## src/design/lru_page_replacement_top_defines.svh

```systemverilog
// Assertion macros shared by the page replacement RTL.
`ifndef LRU_PAGE_REPLACEMENT_TOP_DEFINES_SVH
`define LRU_PAGE_REPLACEMENT_TOP_DEFINES_SVH

// Same-cycle implication, sampled on clk and disabled during rst.
`define LRUPR_ASSERT_SAME(label, ante, cons, msg) \
  label: assert property (@(posedge clk) disable iff (rst) (ante) |-> (cons)) \
    else $error(msg);

// Next-cycle implication, sampled on clk and disabled during rst.
`define LRUPR_ASSERT_NEXT(label, ante, cons, msg) \
  label: assert property (@(posedge clk) disable iff (rst) (ante) |=> (cons)) \
    else $error(msg);

`endif

```

## src/design/lrupr_pkg.sv

```systemverilog
// Shared types and constants for the page replacement block.
`default_nettype none

package lrupr_pkg;

  localparam int CFG_W   = 4;
  localparam int STAMP_W = 32;
  localparam int COUNT_W = 32;

  localparam logic [CFG_W-1:0]   CFG_RESET = CFG_W'(8);
  localparam logic [STAMP_W-1:0] STAMP_MAX = '1;
  localparam logic [COUNT_W-1:0] COUNT_MAX = '1;

  typedef enum logic [1:0] {
    S_IDLE,
    S_LOOK,
    S_COMMIT
  } state_t;

  typedef struct packed {
    logic load_page;
    logic eval;
    logic commit;
  } cmd_t;

endpackage

`default_nettype wire

```

## src/design/lrupr_req_if.sv

```systemverilog
// Request channel: one page reference per beat.
`default_nettype none

interface lrupr_req_if #(
  parameter int PAGE_BITS = 16
);
  logic                 valid;
  logic                 ready;
  logic [PAGE_BITS-1:0] page_number;

  modport source (output valid, output page_number, input ready);
  modport sink (input valid, input page_number, output ready);
endinterface

`default_nettype wire

```

## src/design/lrupr_rsp_if.sv

```systemverilog
// Response channel: one lookup result per beat.
`default_nettype none

interface lrupr_rsp_if #(
  parameter int PAGE_BITS = 16,
  parameter int IDX_W     = 3
);
  logic                 valid;
  logic                 ready;
  logic                 hit;
  logic [IDX_W-1:0]     frame_index;
  logic                 evicted_valid;
  logic [PAGE_BITS-1:0] evicted_page;
  logic [31:0]          fault_count;

  modport source (
    output valid, output hit, output frame_index, output evicted_valid,
    output evicted_page, output fault_count, input ready
  );
  modport sink (
    input valid, input hit, input frame_index, input evicted_valid,
    input evicted_page, input fault_count, output ready
  );
endinterface

`default_nettype wire

```

## src/design/lru_page_replacement_top.sv

```systemverilog
// Top level of the LRU page replacement table.
// An accepted request beat passes through the lookup state and then the commit state,
// which loads the result register and raises the response valid.
// A new request is taken in the commit cycle; an untaken result holds commit and input.
// Reset (rst, synchronous) empties all frames, clears the use and fault counters,
// and sets the frame count to eight.
`default_nettype none

module lru_page_replacement_top #(
  parameter int FRAMES    = 8,
  parameter int PAGE_BITS = 16
) (
  input  wire logic                        clk,
  input  wire logic                        rst,
  input  wire logic                        cfg_we,
  input  wire logic [lrupr_pkg::CFG_W-1:0] cfg_wdata,
  lrupr_req_if.sink                        req,
  lrupr_rsp_if.source                      rsp
);
  import lrupr_pkg::*;

  // Width of a frame index, at least one bit even for a single frame.
  localparam int IDX_W = (FRAMES > 1) ? $clog2(FRAMES) : 1;

  cmd_t cmd;

  // The sequencer walks each beat through two phases. In the lookup phase
  // every active frame compares its page and stamp in parallel and the
  // outcome is registered. In the commit phase the frame is chosen (hit,
  // lowest empty, or oldest), the table is written and the result register
  // is loaded, provided the previous result has been taken.
  lrupr_ctrl u_ctrl (
    .clk       (clk),
    .rst       (rst),
    .req_valid (req.valid),
    .req_ready (req.ready),
    .rsp_valid (rsp.valid),
    .rsp_ready (rsp.ready),
    .cmd       (cmd)
  );

  // The datapath holds the frame table, the counters, the frame count
  // register and the result register that drives the response payload.
  lrupr_dpath #(
    .FRAMES    (FRAMES),
    .PAGE_BITS (PAGE_BITS),
    .IDX_W     (IDX_W)
  ) u_dpath (
    .clk               (clk),
    .rst               (rst),
    .cmd               (cmd),
    .cfg_we            (cfg_we),
    .cfg_wdata         (cfg_wdata),
    .page_in           (req.page_number),
    .rsp_hit           (rsp.hit),
    .rsp_frame_index   (rsp.frame_index),
    .rsp_evicted_valid (rsp.evicted_valid),
    .rsp_evicted_page  (rsp.evicted_page),
    .rsp_fault_count   (rsp.fault_count)
  );

endmodule

`default_nettype wire

```

## src/design/lrupr_ctrl.sv

```systemverilog
// Sequencer for the page replacement block: lookup, commit and response valid.
`default_nettype none
`include "lru_page_replacement_top_defines.svh"

module lrupr_ctrl (
  input  wire logic          clk,
  input  wire logic          rst,
  input  wire logic          req_valid,
  output logic               req_ready,
  output logic               rsp_valid,
  input  wire logic          rsp_ready,
  output lrupr_pkg::cmd_t    cmd
);
  import lrupr_pkg::*;

  state_t state;
  state_t state_next;
  logic   slot_free;
  logic   accept;

  // The response register can take a new beat when empty or being drained.
  assign slot_free = !rsp_valid || rsp_ready;
  assign accept    = req_valid && req_ready;

  always_comb begin
    state_next = state;
    unique case (state)
      S_IDLE: begin
        if (accept) state_next = S_LOOK;
      end
      S_LOOK: begin
        state_next = S_COMMIT;
      end
      S_COMMIT: begin
        if (slot_free) state_next = accept ? S_LOOK : S_IDLE;
      end
      default: state_next = S_IDLE;
    endcase
  end

  always_comb begin
    req_ready     = 1'b0;
    cmd           = '0;
    unique case (state)
      S_IDLE: begin
        req_ready = 1'b1;
      end
      S_LOOK: begin
        cmd.eval = 1'b1;
      end
      S_COMMIT: begin
        req_ready  = slot_free;
        cmd.commit = slot_free;
      end
      default: begin
        req_ready = 1'b0;
      end
    endcase
    cmd.load_page = req_valid && req_ready;
  end

  always_ff @(posedge clk) begin
    if (rst) begin
      state     <= S_IDLE;
      rsp_valid <= 1'b0;
    end else begin
      state <= state_next;
      if (cmd.commit) begin
        rsp_valid <= 1'b1;
      end else if (rsp_ready) begin
        rsp_valid <= 1'b0;
      end
    end
  end

  `LRUPR_ASSERT_SAME(a_accept_state, accept, (state == S_IDLE || state == S_COMMIT), "request accepted while a lookup is in flight")
  `LRUPR_ASSERT_NEXT(a_accept_look, accept, state == S_LOOK, "accepted request did not start a lookup")
  `LRUPR_ASSERT_NEXT(a_commit_valid, cmd.commit, rsp_valid, "committed result not presented")
  `LRUPR_ASSERT_SAME(a_commit_free, cmd.commit, slot_free, "commit would overwrite an untaken result")

endmodule

`default_nettype wire

```

## src/design/lrupr_dpath.sv

```systemverilog
// Frame table, parallel lookup and victim selection, and the result register.
`default_nettype none
`include "lru_page_replacement_top_defines.svh"

module lrupr_dpath #(
  parameter int FRAMES    = 8,
  parameter int PAGE_BITS = 16,
  parameter int IDX_W     = 3
) (
  input  wire logic                        clk,
  input  wire logic                        rst,
  input  wire lrupr_pkg::cmd_t             cmd,
  input  wire logic                        cfg_we,
  input  wire logic [lrupr_pkg::CFG_W-1:0] cfg_wdata,
  input  wire logic [PAGE_BITS-1:0]        page_in,
  output logic                             rsp_hit,
  output logic [IDX_W-1:0]                 rsp_frame_index,
  output logic                             rsp_evicted_valid,
  output logic [PAGE_BITS-1:0]             rsp_evicted_page,
  output logic [lrupr_pkg::COUNT_W-1:0]    rsp_fault_count
);
  import lrupr_pkg::*;

  localparam int NW = $clog2(FRAMES + 1);

  // Frame table. Valid bits reset; pages and stamps are written before use.
  logic [PAGE_BITS-1:0] frame_page [FRAMES];
  logic [STAMP_W-1:0]   use_stamp  [FRAMES];
  logic [FRAMES-1:0]    frame_valid;
  logic [STAMP_W-1:0]   use_counter;
  logic [COUNT_W-1:0]   faults;
  logic [CFG_W-1:0]     frames_in_use;
  logic [PAGE_BITS-1:0] page;

  // Lookup results held between the two phases.
  logic [FRAMES-1:0] match_r;
  logic [FRAMES-1:0] empty_r;
  logic [FRAMES-1:0] oldest_r;

  logic [NW-1:0]        n_act;
  logic [FRAMES-1:0]    active;
  logic [FRAMES-1:0]    match_v;
  logic [FRAMES-1:0]    empty_v;
  logic [FRAMES-1:0]    oldest_v;
  logic [FRAMES-1:0]    sel;
  logic                 hit_c;
  logic                 evict_c;
  logic [PAGE_BITS-1:0] ev_page_c;
  logic [STAMP_W-1:0]   use_counter_next;
  logic [COUNT_W-1:0]   faults_next;

  function automatic logic [FRAMES-1:0] lowest_set(input logic [FRAMES-1:0] v);
    return v & (~v + FRAMES'(1));
  endfunction

  function automatic logic [IDX_W-1:0] encode(input logic [FRAMES-1:0] v);
    logic [IDX_W-1:0] idx;
    idx = '0;
    for (int i = 0; i < FRAMES; i++) begin
      if (v[i]) idx = idx | IDX_W'(i);
    end
    return idx;
  endfunction

  // Clamp the programmed frame count into 1..FRAMES.
  always_comb begin
    if (frames_in_use == '0) begin
      n_act = NW'(1);
    end else if (int'(frames_in_use) > FRAMES) begin
      n_act = NW'(FRAMES);
    end else begin
      n_act = NW'(frames_in_use);
    end
    for (int i = 0; i < FRAMES; i++) begin
      active[i] = int'(n_act) > i;
    end
  end

  // Every frame compares in parallel; the oldest frame is the one whose
  // stamp is below all lower frames and not above any higher frame.
  always_comb begin
    for (int i = 0; i < FRAMES; i++) begin
      match_v[i]  = active[i] && frame_valid[i] && (frame_page[i] == page);
      empty_v[i]  = active[i] && !frame_valid[i];
      oldest_v[i] = active[i];
      for (int j = 0; j < FRAMES; j++) begin
        if (j < i && active[j]) begin
          oldest_v[i] = oldest_v[i] && (use_stamp[i] < use_stamp[j]);
        end else if (j > i && active[j]) begin
          oldest_v[i] = oldest_v[i] && (use_stamp[i] <= use_stamp[j]);
        end
      end
    end
  end

  // Commit phase: choose the frame and gather the page being evicted.
  always_comb begin
    hit_c   = |match_r;
    evict_c = !hit_c && !(|empty_r);
    if (hit_c) begin
      sel = lowest_set(match_r);
    end else if (!evict_c) begin
      sel = lowest_set(empty_r);
    end else begin
      sel = oldest_r;
    end
    ev_page_c = '0;
    for (int i = 0; i < FRAMES; i++) begin
      if (evict_c && oldest_r[i]) ev_page_c = ev_page_c | frame_page[i];
    end
    use_counter_next = (use_counter == STAMP_MAX) ? use_counter : use_counter + STAMP_W'(1);
    faults_next      = (hit_c || faults == COUNT_MAX) ? faults : faults + COUNT_W'(1);
  end

  always_ff @(posedge clk) begin
    if (rst) begin
      frame_valid   <= '0;
      use_counter   <= '0;
      faults        <= '0;
      frames_in_use <= CFG_RESET;
    end else begin
      if (cfg_we) frames_in_use <= cfg_wdata;
      if (cmd.commit) begin
        use_counter <= use_counter_next;
        faults      <= faults_next;
        frame_valid <= frame_valid | sel;
      end
    end
  end

  always_ff @(posedge clk) begin
    if (cmd.load_page) page <= page_in;
    if (cmd.eval) begin
      match_r  <= match_v;
      empty_r  <= empty_v;
      oldest_r <= oldest_v;
    end
    if (cmd.commit) begin
      for (int i = 0; i < FRAMES; i++) begin
        if (sel[i]) begin
          frame_page[i] <= page;
          use_stamp[i]  <= use_counter_next;
        end
      end
      rsp_hit           <= hit_c;
      rsp_frame_index   <= encode(sel);
      rsp_evicted_valid <= evict_c;
      rsp_evicted_page  <= ev_page_c;
      rsp_fault_count   <= faults_next;
    end
  end

  `LRUPR_ASSERT_SAME(a_sel_onehot, cmd.commit, $onehot(sel), "commit does not select exactly one frame")
  `LRUPR_ASSERT_NEXT(a_hit_no_fault, cmd.commit && hit_c, faults == $past(faults), "fault counted on a hit")
  `LRUPR_ASSERT_NEXT(a_fault_mono, cmd.commit, faults >= $past(faults), "fault count went backward")

endmodule

`default_nettype wire
```

## src/flat_wrapper.sv

```systemverilog
// flat-port wrapper written by rule: the top's interface ports become plain ports
module lru_page_replacement_top_flat import lrupr_pkg::*;
#(
  parameter int FRAMES    = 8,
  parameter int PAGE_BITS = 16
)
  (clk, rst, cfg_we, cfg_wdata, req_valid, req_page_number, req_ready, rsp_valid, rsp_hit, rsp_frame_index, rsp_evicted_valid, rsp_evicted_page, rsp_fault_count, rsp_ready);
  lrupr_req_if #(.PAGE_BITS(PAGE_BITS)) req_i ();
  lrupr_rsp_if #(.PAGE_BITS(PAGE_BITS)) rsp_i ();
  input  wire logic clk;
  input  wire logic rst;
  input  wire logic cfg_we;
  input  wire logic [lrupr_pkg::CFG_W-1:0] cfg_wdata;
  input wire logic [$bits(req_i.valid)-1:0] req_valid;
  input wire logic [$bits(req_i.page_number)-1:0] req_page_number;
  output wire logic [$bits(req_i.ready)-1:0] req_ready;
  output wire logic [$bits(rsp_i.valid)-1:0] rsp_valid;
  output wire logic [$bits(rsp_i.hit)-1:0] rsp_hit;
  output wire logic [$bits(rsp_i.frame_index)-1:0] rsp_frame_index;
  output wire logic [$bits(rsp_i.evicted_valid)-1:0] rsp_evicted_valid;
  output wire logic [$bits(rsp_i.evicted_page)-1:0] rsp_evicted_page;
  output wire logic [$bits(rsp_i.fault_count)-1:0] rsp_fault_count;
  input wire logic [$bits(rsp_i.ready)-1:0] rsp_ready;
  assign req_i.valid = req_valid;
  assign req_i.page_number = req_page_number;
  assign req_ready = req_i.ready;
  assign rsp_valid = rsp_i.valid;
  assign rsp_hit = rsp_i.hit;
  assign rsp_frame_index = rsp_i.frame_index;
  assign rsp_evicted_valid = rsp_i.evicted_valid;
  assign rsp_evicted_page = rsp_i.evicted_page;
  assign rsp_fault_count = rsp_i.fault_count;
  assign rsp_i.ready = rsp_ready;
  lru_page_replacement_top #(.FRAMES(FRAMES), .PAGE_BITS(PAGE_BITS)) u_core (.clk(clk), .rst(rst), .cfg_we(cfg_we), .cfg_wdata(cfg_wdata), .req(req_i), .rsp(rsp_i));
endmodule
```

## config.mk

```make
export PLATFORM = sky130hd
export DESIGN_NAME = lru_page_replacement_top_flat
export DESIGN_NICKNAME = d
export VERILOG_FILES = /design/src/design/lrupr_pkg.sv /design/src/design/lrupr_req_if.sv /design/src/design/lrupr_rsp_if.sv /design/src/design/lru_page_replacement_top.sv /design/src/design/lrupr_ctrl.sv /design/src/design/lrupr_dpath.sv /design/src/flat_wrapper.sv
export VERILOG_INCLUDE_DIRS = /design/src /design/src/design
export SDC_FILE = /design/constraint.sdc
export NUM_CORES = 2
export LEC_CHECK = 0
export BUFFER_PORTS_ARGS = -buffer_cell sky130_fd_sc_hd__buf_2
export CAP_MARGIN = 15
export CORE_MARGIN = 2
export CORE_UTILIZATION = 31
export CTS_CLUSTER_DIAMETER = 40
export CTS_CLUSTER_SIZE = 8
export DETAILED_ROUTE_END_ITERATION = 6
export PLACE_DENSITY_LB_ADDON = 0.12
export SETUP_SLACK_MARGIN = 0.1
export SKIP_LAST_GASP = 1
export SLEW_MARGIN = 15
export SYNTH_ARGS = -nofsm -noshare
export SYNTH_HDL_FRONTEND = slang
export SYNTH_SLANG_ARGS = --single-unit
export TNS_END_PERCENT = 5
```

## constraint.sdc

```tcl
create_clock -name clk -period 6.8 [get_ports clk]
set_clock_uncertainty 0.2 [all_clocks]
set_input_delay 0.68 -clock clk [delete_from_list [all_inputs] [get_ports clk]]
set_output_delay 0.68 -clock clk [all_outputs]
set_load 0.05 [all_outputs]
```

## Yosys cells after proc, flatten, opt, wreduce, memory -nomap -nowiden

Memories as Yosys holds them, arrays and structs flattened.
Cells that the tools add are included.

| operators by class | value |
|---|---|
| add/sub/neg operators | 4 |
| $lt $le $gt $ge | 65 |
| eq/ne operators | 14 |
| mux-type cells | 107 |
| bitwise operators | 12 |
| reductions and logical operators | 111 |

Operator list:

| cell | count |
|---|---|
| 32-bit <= comparator | 28 |
| 32-bit less-than comparator | 28 |
| 16-bit == test | 8 |
| 16-bit two-way mux | 8 |
| 16-bit bitwise OR | 7 |
| 1-bit logical AND | 90 |
| 1-bit two-way mux | 87 |
| 32-bit by 1-bit adder with 32-bit output (second input constant) | 2 |
| 32-bit == test (second input constant) | 2 |
| 32-bit two-way mux | 2 |
| 8-bit by 1-bit adder with 8-bit output (second input constant) | 2 |
| 8-bit AND | 2 |
| 4-bit by 3-bit greater-than comparator with 1-bit output (second input constant) | 4 |
| 8-bit two-way mux | 2 |
| 8-bit inverter | 2 |
| 8-bit OR reduction | 2 |
| 1-bit logical NOT | 11 |
| 4-bit by 1-bit greater-than comparator with 1-bit output (second input constant) | 2 |
| 4-bit by 2-bit greater-than comparator with 1-bit output (second input constant) | 2 |
| 2-bit two-way mux | 4 |
| 4-bit two-way mux | 2 |
| 8-bit bitwise OR | 1 |
| 2-bit case mux with 3 select lines | 1 |
| 4-bit greater-than comparator (second input constant) | 1 |
| other kinds (11) | 13 |

| word-level totals | value |
|---|---|
| register bits after elaboration | 172 |
| memory bits (writable) | 384 |
| bits of input ports | 25 |
| output and inout port bits | 55 |
| word-level logic and storage cells | 332 |
| memories kept | 2 |

Memory list:

| name | depth | width | rd ports | clocked after Yosys merged registers in | wr ports | line | source |
|---|---|---|---|---|---|---|---|
| u_core.u_dpath.use_stamp | 8 | 32 | 8 | 0 | 8 | lrupr_dpath.sv:28 | `logic [STAMP_W-1:0] use_stamp [FRAMES];` |
| u_core.u_dpath.frame_page | 8 | 16 | 8 | 0 | 8 | lrupr_dpath.sv:27 | `logic [PAGE_BITS-1:0] frame_page [FRAMES];` |

## Depth between registers and ports, before layout

| logic depth | value |
|---|---|
| depth after elaboration | 19 |
| gate-level depth with buffers | 12 |
| mapped depth without buffers | 10 |

## Cells and area by module

A second synthesis with hierarchy kept.

| unflattened totals | value |
|---|---|
| cell total of the unflattened synthesis | 3,969 |
| area total of the unflattened synthesis | 41,685.0 um^2 |

Modules (own cells, without submodules):

| module | instances | cells each | area an instance (um^2) | sequential area each (um^2) |
|---|---|---|---|---|
| lrupr_dpath | 1 | 3,953 | 41,521.1 | 15,845.2 |
| lrupr_ctrl | 1 | 16 | 163.9 | 60.1 |

## Least setup slack after synthesis

Ideal clock, no wire load.

| timing | value |
|---|---|
| kind | register to register |
| start point | reg u_core.u_dpath.match_r[1] |
| end point | mem u_core.u_dpath.frame_page[3][0], in the netlist u_core.u_dpath.frame_page[0][48], enable pin |
| setup time | 0.471 ns |
| data arrival time | 4.163 ns |
| required time | 6.129 ns |
| path slack | 1.966 ns |
| stages on the path, launching flop included | 9 |
| buffers on the path | 1 |
| period minus slack after synthesis | 4.834 ns |
| path through | edfxtp_1 -> nor4_2 -> and3b_1 -> inv_1 -> nor4_4 -> and2_1 -> buf_2 -> a31oi_1 -> a21oi_1 |

RTL lines:

| what | line | source |
|---|---|---|
| from (decl) | lrupr_dpath.sv:36 | `logic [FRAMES-1:0] match_r;` |
| from (signal assigned) | lrupr_dpath.sv:134 | `match_r <= match_v;` |
| to (decl) | lrupr_dpath.sv:27 |  |

==> results.yml <==
routing:
  drt_first_iter_violations: 2730
  final_antenna_net_count: 0
  post-route-drc-count: 0
  routed_wirelength_um: 165000
  routed-via-count: 32960
  drt_pass1_iterations: 6
  routed_length_per_placed_instance_um: 27.4
  drt-vias-per-instance: 5.46
finish:
  layout_commonest_cell: "ha_1"
  drive_gt1_share_pct: 8.28
  commonest_cells_after_routing_fill_and_taps_aside: "898 x ha_1, 477 x edfxtp_1, 357 x a21oi_1"
  area.growth.synth_to_final_pct: 16.2
  fillcell_total: 13304
  numnets_final: 5096
  layout.core_utilization_pct: 36.2
  stdcell_area_mm2: 0.0483
clock_network:
  clkSlewWorstSetupHoldPaths_ns: 0.05
  ctsResizeCount: 0
  maximum_buffer_depth_of_the_clock_tree: 3
  worstSkewPairLatency_ns: 0.75
  cts_root_buf: "clkbuf_16"
  htreeDepth: 3
  cts_buffers: 107
  tritoncts: "yes"
  cts.sink_count: 556
  postCtsHoldBufs: 23
  cts_post_setup_buffers_inserted: 0
logic_synthesis:
  synth_mux_area_share_pct: 0.0993
  yosysSeqAreaShare_pct: 38.3
  synth-compound-area-share_pct: 13.1
  synth_cell_type_count: 88
  netlist_instances: 3977
  dominantRegCellSynth: "edfxtp_1"
  postSynthAreaPerCell_um2: 10.5
  synth_fa_ha_area_share_pct: 27.0
  synthTopCellsByArea: "edfxtp_1 34%, ha_1 27%, a21oi_1 4.3%, dfxtp_1 3.8%, nand4_1 3.4%"
  post-synth-top-area-fraction_pct: 34.5
  synth_seq_cells: 556
  synth_xor_xnor_area_share_pct: 5.06
  ys_async_sr_fraction_pct: 0
  postSynthNetCount: 4900
  basic_gate_share_of_the_synthesized_area_counting_and_or_nand_and_nor_cells_pct: 13.4
  synth_enable_flop_cells: 477
  dominant_combinational_cell_family_by_area_after_synthesis: "adder cells"
  yosys.area.top_type: "edfxtp_1"
  ys_warn_count: 0
  netlist_area_pre_place_mm2: 0.0416
min_path:
  holdCritStartpoint: "rsp_ready"
  worstHoldPathType: "in2reg"
  worstHoldPathCells: 3
timing:
  hold_ws_ns: 0.0715
  tightestPinTransition_ns: 1.29
  rsz0062_at_grt: "false"
  post-route-period-util_pct: 74.3
  fin_ws_ns: 1.75
  fin_crit_ns: 5.05
  worst_slew_margin_rel_pct: 13.1
  clock.fmax_ghz: 0.198
  final-max-slew-violation-count: 0
  finalHoldViolations: 0
  timing.setup.tns_ns: 0
  setup_viol: 0
global_route:
  grt_pass1_wl_um: 234000
  number_of_antenna_violations_at_the_first_check_in_global_routing: 4
  grt_pass1_vias: 32109
  groute.usage.overall_pct: 23.8
  pin_count_of_the_biggest_net_entering_global_routing: 50
  grt_overflow: 0
status:
  status: "complete, no violations"
pwr:
  irDropWorstVdd_mv: 0.205
  seqPwrFrac_pct: 40.1
  power_density_mw_per_mm2: 194
  power_switching_uw: 2180
  switching_share_pct: 23.3
  combPwrFrac_pct: 3.5
  power.leakage_uw: 0.0206
  power.internal_uw: 7180
  pwr-share-clk_pct: 56.4
worst_setup_path:
  setup.worst_path.end_class: "flip-flop"
  crit_fanout: 32
  crit_path_cell_trace: "nor4_2 > and3b_1 > inv_1 > nor4_4 > and2_1 > nor2_1 > nor2_4 > buf_4"
  crit_type: "reg2reg"
  worst_ep_required_time_ns: 6.95
  reg2reg_depth: 8
  worst_ep_arrival_time_ns: 5.20
  setup.worst_path.start: "u_core.u_dpath.match_r[0]"
  cp_num_cells: 8
  critical_path.max_stage_delay_ns: 0.69
  worstPathBufferInverterCount: 2
  reg2reg_from: "u_core.u_dpath.match_r[0]"
  crit_family: "simple AND/OR/NAND/NOR gates"
  slowest_stage: "and2_1"
  rrSetupSlack_ns: 1.75
  cp-start-kind: "flip-flop"
floorplan:
  fp-row-count: 134
  floorplan.initialDensity_pct: 31.2
  io_pins: 80
  fp.dieH_um: 370
  die_w_um: 370
  placeableCoreArea_mm2: 0.133
  die_area_mm2: 0.137
placed_design:
  detailed_place_hpwl_um: 130000
  dp_worst_setup_slack_ns: 1.87
  portBuffers: 79
  postPlaceCellArea_mm2: 0.0444
  gp_routability_congestion: 0.995
flow_run:
  timing.max_cap.violations: 0
-- tightest hold or removal path: cells and delay by family --
family | cells | cell delay, ns
buffers and inverters | 1 | 0.09
AND/OR/NAND/NOR | 1 | 0.13
AO/OA/AOI/OAI | 1 | 0.07
-- routing by layer --
layer	track usage [%]	wire (µm)	vias to the layer above
li1	-	-	15637
met1	32.4	75700	16131
met2	38.3	74700	959
met3	3.45	9110	229
met4	8.36	5650	4
met5	0	15	-
-- power groups by stage --
stage | Sequential, µW | Combinational [µW] | Clock, µW
after detailed placement | 3820 | 316 | 0
after global placement | 3820 | 314 | 0
final | 3760 | 328 | 5270
after floorplan | 3810 | 177 | 0
after CTS | 3750 | 327 | 5380
after global routing | 3750 | 356 | 5540
-- cell families (layout without fill, tap and decap cells) --
logic type                 Yosys count  after routing
xor gates and xnor gates           240            240
buffers and inverters              332            620
muxes                                4              4
and+or+nand+nor                   1068           1068
adders and majority gates          898            898
DFF                                556            556
AOI/OAI and AO/OA                  879            879
other                                0              3
-- stage by stage --
stage	power, µW	std cells
6_report	9360	6036
5_1_grt	9650	6033
4_1_cts	9470	6033
3_3_place_gp	4130	5808
2_1_floorplan	3990	3977
3_5_place_dp	4130	5809
-- sequential cells by signal, summed over array words and instances, names as in the netlist --
signal	count
u_core.u_ctrl.rsp_valid	1
u_core.u_ctrl.state	2
u_core.u_dpath.empty_r	8
u_core.u_dpath.faults	32
u_core.u_dpath.frame_page	128
u_core.u_dpath.frame_valid	8
u_core.u_dpath.frames_in_use	4
u_core.u_dpath.match_r	8
u_core.u_dpath.oldest_r	8
u_core.u_dpath.page	16
u_core.u_dpath.rsp_evicted_page	16
u_core.u_dpath.rsp_evicted_valid	1
u_core.u_dpath.rsp_fault_count	32
u_core.u_dpath.rsp_frame_index	3
u_core.u_dpath.rsp_hit	1
u_core.u_dpath.use_counter	32
u_core.u_dpath.use_stamp	256
-- Yosys cell counts, types with 22 or more instances --
master,instances
ha_1,898
edfxtp_1,477
a21oi_1,358
inv_1,261
nand2_1,252
nand4_1,225
nor2_1,214
o21ai_0,148
a21o_1,133
xnor2_1,128
xor2_1,112
nand3_1,93
dfxtp_1,79
a22oi_1,67
nor4_1,63
nor3_1,50
nor2b_1,42
clkbuf_1,40
a211oi_1,38
and4_1,27
o211ai_1,27
buf_2,22
-- cell type report --
class	count	area [µm²]	area share, %
timing repair buffer	157	1060	2.19
clock buffer	145	2920	6.05
inverter	262	985	2.04
sequential	556	15900	32.9
multi-input combinational	3089	24500	50.8
antenna	3	7.51	0.0155
clock inverter	56	694	1.44
tap	1768	2210	4.58
-- path summary, 6_finish.rpt --
check                                     endpoint
setup / recovery  u_core.u_dpath.frame_page[1][31]
hold / removal             u_core.u_ctrl.rsp_valid
setup reg to reg  u_core.u_dpath.frame_page[1][31]
hold reg to reg      u_core.u_dpath.frame_valid[0]
Power figures use the tool's default switching activity.
